--- src/hdl/clr_pkg.sv ---
// ---------------------------------------------------------------------------
// clr_pkg: shared definitions of the coupled level relaxation block
// Field widths, register indexes, coefficient tables, the datapath command
// and status structures, and helpers that scale coefficients to fixed point.
// ---------------------------------------------------------------------------
package clr_pkg;

	localparam int FRAC_BITS_DEF = 15;
	localparam int NCH           = 6;

	localparam int LEVEL_W  = 16;
	localparam int LIMIT_W  = 8;
	localparam int GAIN_W   = 16;
	localparam int THR_W    = 18;
	localparam int CFG_IDX_W = 2;
	localparam int CFG_DATA_W = 18;
	localparam int CH_W     = 3;

	localparam logic [CFG_IDX_W-1:0] CFG_IDX_MOMENTUM  = 2'd0;
	localparam logic [CFG_IDX_W-1:0] CFG_IDX_THRESHOLD = 2'd1;

	localparam logic [GAIN_W-1:0] MOMENTUM_RST  = 16'd22938;
	localparam logic [THR_W-1:0]  THRESHOLD_RST = 18'd328;

	// Coupling weights in tenths, indexed [source][target].
	localparam int COUPLING_TENTHS [NCH][NCH] = '{
		'{ 0, -3,  6,  4, -2,  3},
		'{-3,  0, -6, -5,  3,  4},
		'{ 3, -4,  0,  2, -3,  2},
		'{ 5, -7,  3,  0, -4,  5},
		'{-2,  2, -2, -3,  0,  2},
		'{ 3,  2,  2,  3,  1,  0}
	};

	// Per-chamber decay in hundredths.
	localparam int DECAY_HUND [NCH] = '{90, 93, 85, 97, 88, 94};

	typedef enum logic [1:0] {
		MUL_DECAY,
		MUL_COUPLE,
		MUL_MOMENT,
		MUL_REST
	} mul_op_t;

	typedef struct packed {
		logic            load;
		mul_op_t         op;
		logic [CH_W-1:0] rd_idx;
		logic [CH_W-1:0] chamber;
		logic            acc_clr;
		logic            acc_add;
		logic            decay_wr;
		logic            pm_wr;
		logic            commit;
		logic            adopt;
		logic            publish;
	} clr_cmd_t;

	typedef struct packed {
		logic settled;
	} clr_status_t;

	// Decay factor rounded half up to the given fraction width.
	function automatic longint decay_q(int frac, int idx);
		longint num;
		num = longint'(DECAY_HUND[idx]) * (longint'(1) << frac) + 50;
		return num / 100;
	endfunction

	// Magnitude of a coupling weight rounded half up to the given fraction width.
	function automatic longint coupling_mag(int frac, int src, int dst);
		longint t;
		longint mag;
		t = longint'(COUPLING_TENTHS[src][dst]);
		mag = (t < 0) ? -t : t;
		return (mag * (longint'(1) << frac) + 5) / 10;
	endfunction

endpackage

--- src/hdl/clr_in_if.sv ---
// ---------------------------------------------------------------------------
// clr_in_if: input channel of the coupled level relaxation block
// Six starting levels and a round limit under a valid/ready handshake.
// ---------------------------------------------------------------------------
interface clr_in_if;
	logic                          valid;
	logic                          ready;
	logic [clr_pkg::LEVEL_W-1:0]   level_in_0;
	logic [clr_pkg::LEVEL_W-1:0]   level_in_1;
	logic [clr_pkg::LEVEL_W-1:0]   level_in_2;
	logic [clr_pkg::LEVEL_W-1:0]   level_in_3;
	logic [clr_pkg::LEVEL_W-1:0]   level_in_4;
	logic [clr_pkg::LEVEL_W-1:0]   level_in_5;
	logic [clr_pkg::LIMIT_W-1:0]   round_limit;

	modport source (
		output valid, level_in_0, level_in_1, level_in_2, level_in_3, level_in_4,
		       level_in_5, round_limit,
		input  ready
	);
	modport sink (
		input  valid, level_in_0, level_in_1, level_in_2, level_in_3, level_in_4,
		       level_in_5, round_limit,
		output ready
	);
endinterface

--- src/hdl/clr_out_if.sv ---
// ---------------------------------------------------------------------------
// clr_out_if: result channel of the coupled level relaxation block
// Six settled levels, the round count and the settled flag.
// ---------------------------------------------------------------------------
interface clr_out_if;
	logic                          valid;
	logic                          ready;
	logic [clr_pkg::LEVEL_W-1:0]   level_out_0;
	logic [clr_pkg::LEVEL_W-1:0]   level_out_1;
	logic [clr_pkg::LEVEL_W-1:0]   level_out_2;
	logic [clr_pkg::LEVEL_W-1:0]   level_out_3;
	logic [clr_pkg::LEVEL_W-1:0]   level_out_4;
	logic [clr_pkg::LEVEL_W-1:0]   level_out_5;
	logic [clr_pkg::LIMIT_W-1:0]   rounds_run;
	logic                          settled_flag;

	modport source (
		output valid, level_out_0, level_out_1, level_out_2, level_out_3, level_out_4,
		       level_out_5, rounds_run, settled_flag,
		input  ready
	);
	modport sink (
		input  valid, level_out_0, level_out_1, level_out_2, level_out_3, level_out_4,
		       level_out_5, rounds_run, settled_flag,
		output ready
	);
endinterface

--- src/hdl/clr_cfg_if.sv ---
// ---------------------------------------------------------------------------
// clr_cfg_if: configuration write channel
// Register index and write data under a valid/ready handshake.
// ---------------------------------------------------------------------------
interface clr_cfg_if;
	logic                             valid;
	logic                             ready;
	logic [clr_pkg::CFG_IDX_W-1:0]    index;
	logic [clr_pkg::CFG_DATA_W-1:0]   data;

	modport source (output valid, index, data, input ready);
	modport sink   (input valid, index, data, output ready);
endinterface

--- src/hdl/clr_datapath.sv ---
// ---------------------------------------------------------------------------
// clr_datapath: level storage, shared multiplier and accumulators
// Holds the configuration registers, the current and next level banks, one
// sign-magnitude multiplier with a registered product, the influence and
// change accumulators, and the result register.
// ---------------------------------------------------------------------------
module clr_datapath #(
	parameter int FRAC_BITS = clr_pkg::FRAC_BITS_DEF
) (
	input  logic                                clk,
	input  logic                                arst_n,
	input  clr_pkg::clr_cmd_t                   cmd,
	output clr_pkg::clr_status_t                status,
	input  logic                                cfg_we,
	input  logic [clr_pkg::CFG_IDX_W-1:0]       cfg_index,
	input  logic [clr_pkg::CFG_DATA_W-1:0]      cfg_data,
	input  logic [clr_pkg::LEVEL_W-1:0]         level_in  [clr_pkg::NCH],
	output logic [clr_pkg::LEVEL_W-1:0]         level_out [clr_pkg::NCH]
);

	localparam int NCH   = clr_pkg::NCH;
	localparam int LW    = (FRAC_BITS + 1 > clr_pkg::LEVEL_W) ? FRAC_BITS + 1 : clr_pkg::LEVEL_W;
	localparam int AW    = (FRAC_BITS + 1 > clr_pkg::GAIN_W + 1) ? FRAC_BITS + 1
	                                                             : clr_pkg::GAIN_W + 1;
	localparam int BW    = LW + 2;
	localparam int PW    = AW + BW - FRAC_BITS + 1;
	localparam int ACC_W = LW + 3;
	localparam int VW    = PW + 1;
	localparam int DW    = LW + 3;
	localparam int CW    = (DW > clr_pkg::THR_W) ? DW : clr_pkg::THR_W;
	localparam int RW    = AW + 1;

	localparam logic [VW-1:0] ONE_V = VW'(1) << FRAC_BITS;
	localparam logic [LW-1:0] ONE_L = LW'(1) << FRAC_BITS;
	localparam logic [RW-1:0] ONE_R = RW'(1) << FRAC_BITS;

	logic [clr_pkg::GAIN_W-1:0]  momentum_q;
	logic [clr_pkg::THR_W-1:0]   thr_q;

	logic [LW-1:0]               lev_q [NCH];
	logic [LW-1:0]               nxt_q [NCH];
	logic [PW-1:0]               prod_q;
	logic [PW-1:0]               pm_q;
	logic [ACC_W-1:0]            acc_q;
	logic [DW-1:0]               delta_q;
	logic [clr_pkg::LEVEL_W-1:0] out_q [NCH];

	logic [AW-1:0]               decay_tab    [NCH];
	logic [AW-1:0]               coup_mag_tab [NCH][NCH];
	logic                        coup_neg_tab [NCH][NCH];

	logic [LW-1:0]               lev_rd;
	logic [RW-1:0]               rest_raw;
	logic                        rest_neg;
	logic [RW-1:0]               rest_abs;
	logic                        acc_neg;
	logic [ACC_W-1:0]            acc_abs;
	logic [AW-1:0]               mul_a;
	logic [BW-1:0]               mul_b;
	logic                        mul_neg;
	logic [AW+BW-1:0]            mul_full;
	logic [PW-2:0]               mul_mag;
	logic [PW-1:0]               prod_next;
	logic [VW-1:0]               blend;
	logic                        blend_neg;
	logic                        blend_over;
	logic [LW-1:0]               blend_clamped;
	logic [LW:0]                 diff;
	logic [LW:0]                 diff_abs;

	// Coefficient tables, fixed at elaboration.
	for (genvar gs = 0; gs < NCH; gs++) begin : g_src
		assign decay_tab[gs] = AW'(clr_pkg::decay_q(FRAC_BITS, gs));
		for (genvar gd = 0; gd < NCH; gd++) begin : g_dst
			assign coup_mag_tab[gs][gd] = AW'(clr_pkg::coupling_mag(FRAC_BITS, gs, gd));
			assign coup_neg_tab[gs][gd] = (clr_pkg::COUPLING_TENTHS[gs][gd] < 0);
		end
	end

	assign lev_rd   = lev_q[cmd.rd_idx];
	assign rest_raw = ONE_R - RW'(momentum_q);
	assign rest_neg = rest_raw[RW-1];
	assign rest_abs = rest_neg ? (~rest_raw + 1'b1) : rest_raw;
	assign acc_neg  = acc_q[ACC_W-1];
	assign acc_abs  = acc_neg ? (~acc_q + 1'b1) : acc_q;

	always_comb begin
		unique case (cmd.op)
			clr_pkg::MUL_DECAY: begin
				mul_a   = decay_tab[cmd.chamber];
				mul_b   = BW'(lev_rd);
				mul_neg = 1'b0;
			end
			clr_pkg::MUL_COUPLE: begin
				mul_a   = coup_mag_tab[cmd.rd_idx][cmd.chamber];
				mul_b   = BW'(lev_rd);
				mul_neg = coup_neg_tab[cmd.rd_idx][cmd.chamber];
			end
			clr_pkg::MUL_MOMENT: begin
				mul_a   = AW'(momentum_q);
				mul_b   = BW'(lev_rd);
				mul_neg = 1'b0;
			end
			clr_pkg::MUL_REST: begin
				mul_a   = rest_abs[AW-1:0];
				mul_b   = acc_abs[BW-1:0];
				mul_neg = rest_neg ^ acc_neg;
			end
			default: begin
				mul_a   = '0;
				mul_b   = '0;
				mul_neg = 1'b0;
			end
		endcase
	end

	// Magnitudes are multiplied and shifted, so the sign is applied after
	// truncation and the product rounds toward zero.
	assign mul_full  = mul_a * mul_b;
	assign mul_mag   = mul_full[AW+BW-1:FRAC_BITS];
	assign prod_next = mul_neg ? (~{1'b0, mul_mag} + 1'b1) : {1'b0, mul_mag};

	assign blend         = {pm_q[PW-1], pm_q} + {prod_q[PW-1], prod_q};
	assign blend_neg     = blend[VW-1];
	assign blend_over    = !blend_neg && (blend > ONE_V);
	assign blend_clamped = blend_neg ? '0 : (blend_over ? ONE_L : blend[LW-1:0]);
	assign diff          = {1'b0, blend_clamped} - {1'b0, lev_rd};
	assign diff_abs      = diff[LW] ? (~diff + 1'b1) : diff;

	assign status.settled = CW'(delta_q) < CW'(thr_q);

	always_ff @(posedge clk or negedge arst_n) begin
		if (!arst_n) begin
			momentum_q <= clr_pkg::MOMENTUM_RST;
			thr_q      <= clr_pkg::THRESHOLD_RST;
		end else if (cfg_we) begin
			if (cfg_index == clr_pkg::CFG_IDX_MOMENTUM) begin
				momentum_q <= cfg_data[clr_pkg::GAIN_W-1:0];
			end else if (cfg_index == clr_pkg::CFG_IDX_THRESHOLD) begin
				thr_q <= cfg_data[clr_pkg::THR_W-1:0];
			end
		end
	end

	always_ff @(posedge clk) begin
		prod_q <= prod_next;
		if (cmd.load) begin
			for (int k = 0; k < NCH; k++) begin
				lev_q[k] <= LW'(level_in[k]);
			end
		end else if (cmd.adopt) begin
			lev_q <= nxt_q;
		end else if (cmd.decay_wr) begin
			lev_q[cmd.chamber] <= prod_q[LW-1:0];
		end
		if (cmd.commit) begin
			nxt_q[cmd.chamber] <= blend_clamped;
		end
		if (cmd.load || cmd.adopt) begin
			delta_q <= '0;
		end else if (cmd.commit) begin
			delta_q <= delta_q + DW'(diff_abs[LW-1:0]);
		end
		if (cmd.acc_clr) begin
			acc_q <= '0;
		end else if (cmd.acc_add) begin
			acc_q <= acc_q + prod_q[ACC_W-1:0];
		end
		if (cmd.pm_wr) begin
			pm_q <= prod_q;
		end
		if (cmd.publish) begin
			for (int k = 0; k < NCH; k++) begin
				out_q[k] <= lev_q[k][clr_pkg::LEVEL_W-1:0];
			end
		end
	end

	assign level_out = out_q;

endmodule

--- src/hdl/clr_controller.sv ---
// ---------------------------------------------------------------------------
// clr_controller: round and chamber sequencer
// Steps each chamber through decay, six coupling products, the momentum and
// blend products and the commit, closes each round, and owns the handshakes
// and the round count and settled flag of the result.
// ---------------------------------------------------------------------------
module clr_controller (
	input  logic                           clk,
	input  logic                           arst_n,
	input  logic                           in_valid,
	output logic                           in_ready,
	input  logic [clr_pkg::LIMIT_W-1:0]    round_limit,
	output logic                           out_valid,
	input  logic                           out_ready,
	output logic [clr_pkg::LIMIT_W-1:0]    rounds_run,
	output logic                           settled_flag,
	output clr_pkg::clr_cmd_t              cmd,
	input  clr_pkg::clr_status_t           status
);

	typedef enum logic [1:0] {
		S_IDLE,
		S_RUN,
		S_ROUND,
		S_FINISH
	} state_t;

	localparam logic [3:0]               LAST_STEP    = 4'd9;
	localparam logic [clr_pkg::CH_W-1:0] LAST_CHAMBER = clr_pkg::CH_W'(clr_pkg::NCH - 1);

	state_t                        state_q;
	logic [3:0]                    step_q;
	logic [clr_pkg::CH_W-1:0]      chamber_q;
	logic [clr_pkg::LIMIT_W-1:0]   limit_q;
	logic [clr_pkg::LIMIT_W-1:0]   rounds_q;
	logic                          settled_q;
	logic                          out_valid_q;
	logic [clr_pkg::LIMIT_W-1:0]   rounds_out_q;
	logic                          settled_out_q;
	logic                          load;
	logic                          publish;
	logic                          run;

	assign in_ready = (state_q == S_IDLE);
	assign load     = in_valid && in_ready;
	assign publish  = (state_q == S_FINISH) && (!out_valid_q || out_ready);
	assign run      = (state_q == S_RUN);

	// Step plan per chamber: decay, six coupling products, momentum product,
	// blend product, commit. Each product is consumed in the cycle after issue.
	always_comb begin
		cmd          = '0;
		cmd.load     = load;
		cmd.publish  = publish;
		cmd.adopt    = (state_q == S_ROUND);
		cmd.chamber  = chamber_q;
		cmd.rd_idx   = chamber_q;
		cmd.op       = clr_pkg::MUL_DECAY;
		if (run) begin
			unique case (step_q)
				4'd0: begin
					cmd.op      = clr_pkg::MUL_DECAY;
					cmd.acc_clr = 1'b1;
				end
				4'd1, 4'd2, 4'd3, 4'd4, 4'd5, 4'd6: begin
					cmd.op       = clr_pkg::MUL_COUPLE;
					cmd.rd_idx   = clr_pkg::CH_W'(step_q - 4'd1);
					cmd.decay_wr = (step_q == 4'd1);
					cmd.acc_add  = (step_q != 4'd1);
				end
				4'd7: begin
					cmd.op      = clr_pkg::MUL_MOMENT;
					cmd.acc_add = 1'b1;
				end
				4'd8: begin
					cmd.op    = clr_pkg::MUL_REST;
					cmd.pm_wr = 1'b1;
				end
				4'd9: begin
					cmd.commit = 1'b1;
				end
				default: begin
					cmd.op = clr_pkg::MUL_DECAY;
				end
			endcase
		end
	end

	always_ff @(posedge clk or negedge arst_n) begin
		if (!arst_n) begin
			state_q       <= S_IDLE;
			step_q        <= '0;
			chamber_q     <= '0;
			limit_q       <= '0;
			rounds_q      <= '0;
			settled_q     <= 1'b0;
			out_valid_q   <= 1'b0;
			rounds_out_q  <= '0;
			settled_out_q <= 1'b0;
		end else begin
			if (publish) begin
				out_valid_q <= 1'b1;
			end else if (out_valid_q && out_ready) begin
				out_valid_q <= 1'b0;
			end
			unique case (state_q)
				S_IDLE: begin
					if (load) begin
						limit_q   <= round_limit;
						rounds_q  <= '0;
						settled_q <= 1'b0;
						step_q    <= '0;
						chamber_q <= '0;
						state_q   <= (round_limit == '0) ? S_FINISH : S_RUN;
					end
				end
				S_RUN: begin
					if (step_q == LAST_STEP) begin
						step_q <= '0;
						if (chamber_q == LAST_CHAMBER) begin
							state_q <= S_ROUND;
						end else begin
							chamber_q <= chamber_q + 1'b1;
						end
					end else begin
						step_q <= step_q + 1'b1;
					end
				end
				S_ROUND: begin
					rounds_q  <= rounds_q + 1'b1;
					chamber_q <= '0;
					step_q    <= '0;
					if (status.settled) begin
						settled_q <= 1'b1;
						state_q   <= S_FINISH;
					end else if (rounds_q + 1'b1 == limit_q) begin
						state_q <= S_FINISH;
					end else begin
						state_q <= S_RUN;
					end
				end
				S_FINISH: begin
					if (publish) begin
						rounds_out_q  <= rounds_q;
						settled_out_q <= settled_q;
						state_q       <= S_IDLE;
					end
				end
				default: begin
					state_q <= S_IDLE;
				end
			endcase
		end
	end

	assign out_valid    = out_valid_q;
	assign rounds_run   = rounds_out_q;
	assign settled_flag = settled_out_q;

	a_busy_after_accept: assert property (@(posedge clk) disable iff (!arst_n)
		load |=> !in_ready)
		else $error("input accepted again before the result was published");

	a_rounds_within_limit: assert property (@(posedge clk) disable iff (!arst_n)
		(state_q == S_RUN) |-> (rounds_q < limit_q))
		else $error("round started beyond the round limit");

	a_step_in_plan: assert property (@(posedge clk) disable iff (!arst_n)
		step_q <= LAST_STEP)
		else $error("chamber step counter out of range");

	a_publish_into_free_slot: assert property (@(posedge clk) disable iff (!arst_n)
		publish |-> (!out_valid_q || out_ready))
		else $error("result overwritten while still pending");

	a_settled_has_rounds: assert property (@(posedge clk) disable iff (!arst_n)
		(out_valid_q && settled_out_q) |-> (rounds_out_q != '0))
		else $error("settled result reports no rounds");

endmodule

--- src/hdl/coupled_level_relaxation.sv ---
// ---------------------------------------------------------------------------
// coupled_level_relaxation: iterative relaxation of six coupled chamber levels
// Takes six starting levels and a round limit on req, runs the relaxation
// rounds and returns the settled levels, the round count and the settled
// flag on rsp. Two configuration registers are written through cfg.
//
// Usage:
//   req  - one transaction starts one job; ready is high only while idle.
//   rsp  - one transaction per job, held in an output register until taken.
//   cfg  - always ready; index 0 is the momentum gain, index 1 the settle
//          threshold. Write only while no job is in flight.
// Sequence: every chamber steps through the single shared multiplier
//   (decay, six coupling products, momentum and blend products, commit),
//   each round ends with a round-close step, and a zero round limit goes
//   straight to the finish state; req is ready again in the cycle after
//   the result is loaded.
// Stall: a job that finishes while the previous result still waits on rsp
//   holds in its finish state until the output register is free.
// Reset: clears the handshakes and loads the momentum gain (0.7) and the
//   settle threshold (0.01) defaults.
// ---------------------------------------------------------------------------
module coupled_level_relaxation #(
	parameter int FRAC_BITS = clr_pkg::FRAC_BITS_DEF
) (
	input  logic       clk,
	input  logic       arst_n,
	clr_in_if.sink     req,
	clr_out_if.source  rsp,
	clr_cfg_if.sink    cfg
);

	clr_pkg::clr_cmd_t           cmd;
	clr_pkg::clr_status_t        status;
	logic [clr_pkg::LEVEL_W-1:0] level_in  [clr_pkg::NCH];
	logic [clr_pkg::LEVEL_W-1:0] level_out [clr_pkg::NCH];

	assign level_in[0] = req.level_in_0;
	assign level_in[1] = req.level_in_1;
	assign level_in[2] = req.level_in_2;
	assign level_in[3] = req.level_in_3;
	assign level_in[4] = req.level_in_4;
	assign level_in[5] = req.level_in_5;

	assign cfg.ready = 1'b1;

	clr_controller u_ctrl (
		.clk          (clk),
		.arst_n       (arst_n),
		.in_valid     (req.valid),
		.in_ready     (req.ready),
		.round_limit  (req.round_limit),
		.out_valid    (rsp.valid),
		.out_ready    (rsp.ready),
		.rounds_run   (rsp.rounds_run),
		.settled_flag (rsp.settled_flag),
		.cmd          (cmd),
		.status       (status)
	);

	clr_datapath #(
		.FRAC_BITS (FRAC_BITS)
	) u_dp (
		.clk       (clk),
		.arst_n    (arst_n),
		.cmd       (cmd),
		.status    (status),
		.cfg_we    (cfg.valid),
		.cfg_index (cfg.index),
		.cfg_data  (cfg.data),
		.level_in  (level_in),
		.level_out (level_out)
	);

	assign rsp.level_out_0 = level_out[0];
	assign rsp.level_out_1 = level_out[1];
	assign rsp.level_out_2 = level_out[2];
	assign rsp.level_out_3 = level_out[3];
	assign rsp.level_out_4 = level_out[4];
	assign rsp.level_out_5 = level_out[5];

endmodule

--- src/flat_wrapper.sv ---
// flat-port wrapper written by rule: the top's interface ports become plain ports
module coupled_level_relaxation_flat 
#(
	parameter int FRAC_BITS = clr_pkg::FRAC_BITS_DEF
)
  (clk, arst_n, req_valid, req_level_in_0, req_level_in_1, req_level_in_2, req_level_in_3, req_level_in_4, req_level_in_5, req_round_limit, req_ready, rsp_valid, rsp_level_out_0, rsp_level_out_1, rsp_level_out_2, rsp_level_out_3, rsp_level_out_4, rsp_level_out_5, rsp_rounds_run, rsp_settled_flag, rsp_ready, cfg_valid, cfg_index, cfg_data, cfg_ready);
  clr_in_if req_i ();
  clr_out_if rsp_i ();
  clr_cfg_if cfg_i ();
  input  logic clk;
  input  logic arst_n;
  input wire logic [$bits(req_i.valid)-1:0] req_valid;
  input wire logic [$bits(req_i.level_in_0)-1:0] req_level_in_0;
  input wire logic [$bits(req_i.level_in_1)-1:0] req_level_in_1;
  input wire logic [$bits(req_i.level_in_2)-1:0] req_level_in_2;
  input wire logic [$bits(req_i.level_in_3)-1:0] req_level_in_3;
  input wire logic [$bits(req_i.level_in_4)-1:0] req_level_in_4;
  input wire logic [$bits(req_i.level_in_5)-1:0] req_level_in_5;
  input wire logic [$bits(req_i.round_limit)-1:0] req_round_limit;
  output wire logic [$bits(req_i.ready)-1:0] req_ready;
  output wire logic [$bits(rsp_i.valid)-1:0] rsp_valid;
  output wire logic [$bits(rsp_i.level_out_0)-1:0] rsp_level_out_0;
  output wire logic [$bits(rsp_i.level_out_1)-1:0] rsp_level_out_1;
  output wire logic [$bits(rsp_i.level_out_2)-1:0] rsp_level_out_2;
  output wire logic [$bits(rsp_i.level_out_3)-1:0] rsp_level_out_3;
  output wire logic [$bits(rsp_i.level_out_4)-1:0] rsp_level_out_4;
  output wire logic [$bits(rsp_i.level_out_5)-1:0] rsp_level_out_5;
  output wire logic [$bits(rsp_i.rounds_run)-1:0] rsp_rounds_run;
  output wire logic [$bits(rsp_i.settled_flag)-1:0] rsp_settled_flag;
  input wire logic [$bits(rsp_i.ready)-1:0] rsp_ready;
  input wire logic [$bits(cfg_i.valid)-1:0] cfg_valid;
  input wire logic [$bits(cfg_i.index)-1:0] cfg_index;
  input wire logic [$bits(cfg_i.data)-1:0] cfg_data;
  output wire logic [$bits(cfg_i.ready)-1:0] cfg_ready;
  assign req_i.valid = req_valid;
  assign req_i.level_in_0 = req_level_in_0;
  assign req_i.level_in_1 = req_level_in_1;
  assign req_i.level_in_2 = req_level_in_2;
  assign req_i.level_in_3 = req_level_in_3;
  assign req_i.level_in_4 = req_level_in_4;
  assign req_i.level_in_5 = req_level_in_5;
  assign req_i.round_limit = req_round_limit;
  assign req_ready = req_i.ready;
  assign rsp_valid = rsp_i.valid;
  assign rsp_level_out_0 = rsp_i.level_out_0;
  assign rsp_level_out_1 = rsp_i.level_out_1;
  assign rsp_level_out_2 = rsp_i.level_out_2;
  assign rsp_level_out_3 = rsp_i.level_out_3;
  assign rsp_level_out_4 = rsp_i.level_out_4;
  assign rsp_level_out_5 = rsp_i.level_out_5;
  assign rsp_rounds_run = rsp_i.rounds_run;
  assign rsp_settled_flag = rsp_i.settled_flag;
  assign rsp_i.ready = rsp_ready;
  assign cfg_i.valid = cfg_valid;
  assign cfg_i.index = cfg_index;
  assign cfg_i.data = cfg_data;
  assign cfg_ready = cfg_i.ready;
  coupled_level_relaxation #(.FRAC_BITS(FRAC_BITS)) u_core (.clk(clk), .arst_n(arst_n), .req(req_i), .rsp(rsp_i), .cfg(cfg_i));
endmodule
--- config.mk ---
export PLATFORM = sky130hd
export DESIGN_NAME = coupled_level_relaxation_flat
export DESIGN_NICKNAME = d
export VERILOG_FILES = /design/src/hdl/clr_pkg.sv /design/src/hdl/clr_in_if.sv /design/src/hdl/clr_out_if.sv /design/src/hdl/clr_cfg_if.sv /design/src/hdl/clr_datapath.sv /design/src/hdl/clr_controller.sv /design/src/hdl/coupled_level_relaxation.sv /design/src/flat_wrapper.sv
export SDC_FILE = /design/constraint.sdc
export NUM_CORES = 2
export LEC_CHECK = 0
export BUFFER_PORTS_ARGS = -buffer_cell sky130_fd_sc_hd__buf_2
export CAP_MARGIN = 20
export CORE_UTILIZATION = 55
export CTS_CLUSTER_DIAMETER = 120
export DETAILED_ROUTE_END_ITERATION = 8
export GPL_TIMING_DRIVEN = 0
export PLACE_DENSITY = 0.74
export SLEW_MARGIN = 10
export SYNTH_ARGS = -nofsm -noshare
export SYNTH_HDL_FRONTEND = slang
export SYNTH_HIERARCHICAL = 1
export SYNTH_SLANG_ARGS = --single-unit
--- constraint.sdc ---
create_clock -name clk -period 16.58 [get_ports clk]
set_clock_uncertainty 0.1 [all_clocks]
set_input_delay 0.829 -clock clk [delete_from_list [all_inputs] [get_ports clk]]
set_output_delay 0.829 -clock clk [all_outputs]
set_load 0.03 [all_outputs]
==> impl_results.md <==
- Post-synthesis mux area share: 3.61%
- Post-synthesis xor/xnor area fraction: 3.60%
- Fmax achieved: 0.0715 GHz
- Crit end category: register
- Area after DPL: 0.0362 mm^2
- Main flop type after synthesis: edfxtp_1
- I/O Buffers: 235
- Post-DP HPWL: 78900 um
- WP data required: 16.94 ns
- Final setup fails: 0
- Finished layout cell area: 0.0377 mm^2
- Via/cell ratio: 5.96
- Die span in y: 250 um
- Synthesis-to-finish area growth: 11.5%
- Syn_area_per_cell: 9.95 um^2
- Pre-antenna DRT Iters: 5
- Worst Path Max Fanout: 10
- Row count: 90
- EDFF count, synth: 309
- Final hold viol count: 0
- Worst Max-Slew Pin Slew: 1.27 ns
- Initial Utilization: 55.8%
- Fin crit period: 13.98 ns
- First-pass GRT wire length: 151000 um
- Seq cells post-synth: 438
- Largest net degree at the start of global routing: 97
- Hold_buf cts: 0
- Synth Area in Compound Gates: 14.4%
- Max_cap viols: 0
- Distinct cells, synth: 105
- CTS sink count: 438
- Slew headroom: 15.6%
- Most common cell after layout, fill and taps aside: nand2_1
- Hold slack: 0.0122 ns
- Final WL: 98400 um
- Cts repair resizes: 0
- Via count: 27.0k
- Yosys warnings: 6
- RSZ-0062 raised after global routing: no
- Drt initial violations: 2471
- Slowest CP cell: buf_1
- Nets@finish: 4301
- CTS buffer count: 45
- Placed cells: 4444
- Layout cell share with drive strength beyond 1: 12.3%
- Post-synth ARST share: 16.0%
- Fillers: 5026
- Avg WL per Cell: 21.7 um
- Die W: 250 um
- Most frequent cells in the layout: nand2_1 (471), inv_1 (364), edfxtp_1 (309)
- Final period util: 84.3%
- Arr. time, crit path: 14.34 ns
- CTS tree: done
- CTS Buffer Depth: 3
- I/O pin cnt: 237
- Post-CTS Setup Inserts: 0
- Post-route DRC violation count: 0
- Status: finished, final reports clean
- Largest family of logic cells by synthesized area: adder cells
- Die Area: 0.0625 mm^2
- Clock Latency Late Sink: 0.58 ns
- Final Instance Count excl. Fillers: 4528
- Simple-gate share of the synthesized area: 13.9%
- Placeable core area: 0.0606 mm^2
- Htree depth: 2
- Total grt overflow: 0
- Sequential-to-total area share from yosys stat: 36.2%
- Routed Antenna Nets: 0
- GRT Util Overall: 31.6%
- Initial antenna violation count: 0
- Synth Area in Adders: 22.3%
- Worst-path clk slew: 0.06 ns
- Crit path top cell by count: fa_1
- Clock root buffer: clkbuf_16
- Vias in the first global route: 26.2k
- Worst min path class: in -> async
- Pins Over Slew Limit: 0
- Synth Instances: 3398
- Max incr delay on CP: 0.95 ns
- Final setup TNS: 0 ns
- Crit Path Class: reg -> reg
- Crit start category: register
- GP Congestion: 0.990
- Post-synthesis cell area: 0.0338 mm^2
==> sequential cells by signal, summed over array words and instances (netlist names) <==
register                    cells
u_core/u_ctrl/chamber_q         3
u_core/u_ctrl/settled_q         1
u_core/u_ctrl/rounds_q          8
u_core/u_ctrl/out_valid         1
u_core/u_dp/lev_q              96
u_core/u_dp/momentum_q         16
u_core/u_dp/prod_q             21
u_core/u_ctrl/state_q           2
u_core/u_dp/thr_q              18
u_core/u_dp/nxt_q              96
u_core/u_dp/delta_q            19
u_core/u_dp/acc_q              19
u_core/u_dp/pm_q               21
u_core/u_ctrl/rounds_run        8
u_core/u_dp/level_out          96
u_core/u_ctrl/limit_q           8
u_core/u_ctrl/settled_flag      1
u_core/u_ctrl/step_q            4
==> synthesized netlist by cell type (43+ instances only) <==
library cell  count  share of area [%]
a21o_1           49                1.1
a21oi_1         129                1.9
a22oi_1          98                2.2
and2_1           87                1.6
clkbuf_1        128                1.4
dfrtp_1          59                4.4
dfxtp_1          59                3.5
edfxtp_1        309                 27
fa_1            241                 14
ha_1            218                8.1
inv_1           364                4.0
mux2_2           56                1.9
mux2i_1          44                1.3
nand2_1         471                5.2
nand3_1          43               0.64
nor2_1          139                1.5
o21ai_0         232                3.4
xnor2_1          86                2.2
xor2_1           53                1.4
==> worst max-delay path, delay by kind of cell, from the launching register on <==
kind | cells | cell delay, ns
buf+inv | 8 | 3.61
flops | 1 | 0.38
compound gates | 11 | 3.89
simple gates | 9 | 1.88
fa+ha+maj | 7 | 3.42
mux | 2 | 0.55
==> per-layer routing <==
layer | share of wire, % | wire length, um | vias to the layer above | global-route usage, %
li1 | - | - | 12400 | -
met1 | 39 | 38300 | 13100 | 40.2
met2 | 47 | 46700 | 1274 | 53.0
met3 | 7.5 | 7390 | 238 | 3.78
met4 | 6.1 | 5960 | 0 | 16.5
met5 | 0 | 0 | - | 0
==> worst paths after layout <==
path	startpoint	end	slack, ns	cells after the start
setup / recovery	u_core/u_ctrl/state_q[1]	u_core/u_dp/prod_q[20]	2.60	37
hold reg to reg	u_core/u_dp/prod_q[19]	u_core/u_dp/pm_q[19]	0.34	0
hold / removal	arst_n	u_core/u_ctrl/rounds_run[1]	0.01	1
max in group asynchronous	arst_n	u_core/u_dp/momentum_q[3]	15.80	2
setup reg to reg	u_core/u_ctrl/state_q[1]	u_core/u_dp/prod_q[20]	2.60	37
min in group clk	u_core/u_dp/prod_q[19]	u_core/u_dp/pm_q[19]	0.34	0
==> final cells by class <==
| class | instances | area (um^2) | area share (%) |
|---|---|---|---|
| Inverter | 369 | 1390 | 3.67 |
| Sequential cell | 438 | 12200 | 32.4 |
| Timing Repair Buffer | 252 | 1350 | 3.58 |
| Buffer | 152 | 613 | 1.63 |
| Antenna cell | 1 | 2.50 | 0.00664 |
| Clock buffer | 54 | 1220 | 3.24 |
| Multi-Input combinational cell | 2455 | 19700 | 52.2 |
| Clock inverter | 25 | 241 | 0.640 |
| Tap cell | 782 | 978 | 2.60 |
==> cell families (layout without fill, tap and decap cells) <==
| logic type | count (synthesis) | after routing |
|---|---|---|
| simple gates | 984 | 984 |
| compound gates | 747 | 747 |
| buf+inv | 521 | 852 |
| fa+ha+maj | 459 | 459 |
| flops | 438 | 438 |
| xor+xnor | 139 | 139 |
| mux | 107 | 107 |
| other cells | 3 | 20 |
==> stage by stage <==
| step | worst slack (ns) | utilization, % |
|---|---|---|
| 2_1_floorplan | 6.46 | - |
| 3_3_place_gp | 2.91 | 59.4 |
| 3_5_place_dp | 3.02 | 59.7 |
| 4_1_cts | 2.94 | 62.2 |
| 5_1_grt | 2.00 | 62.2 |
| 6_report | 2.60 | 62.2 |
Power is left out: the tool's default activity adds up to more than one toggle a clock period on the data nets, which glitch-free logic cannot reach.
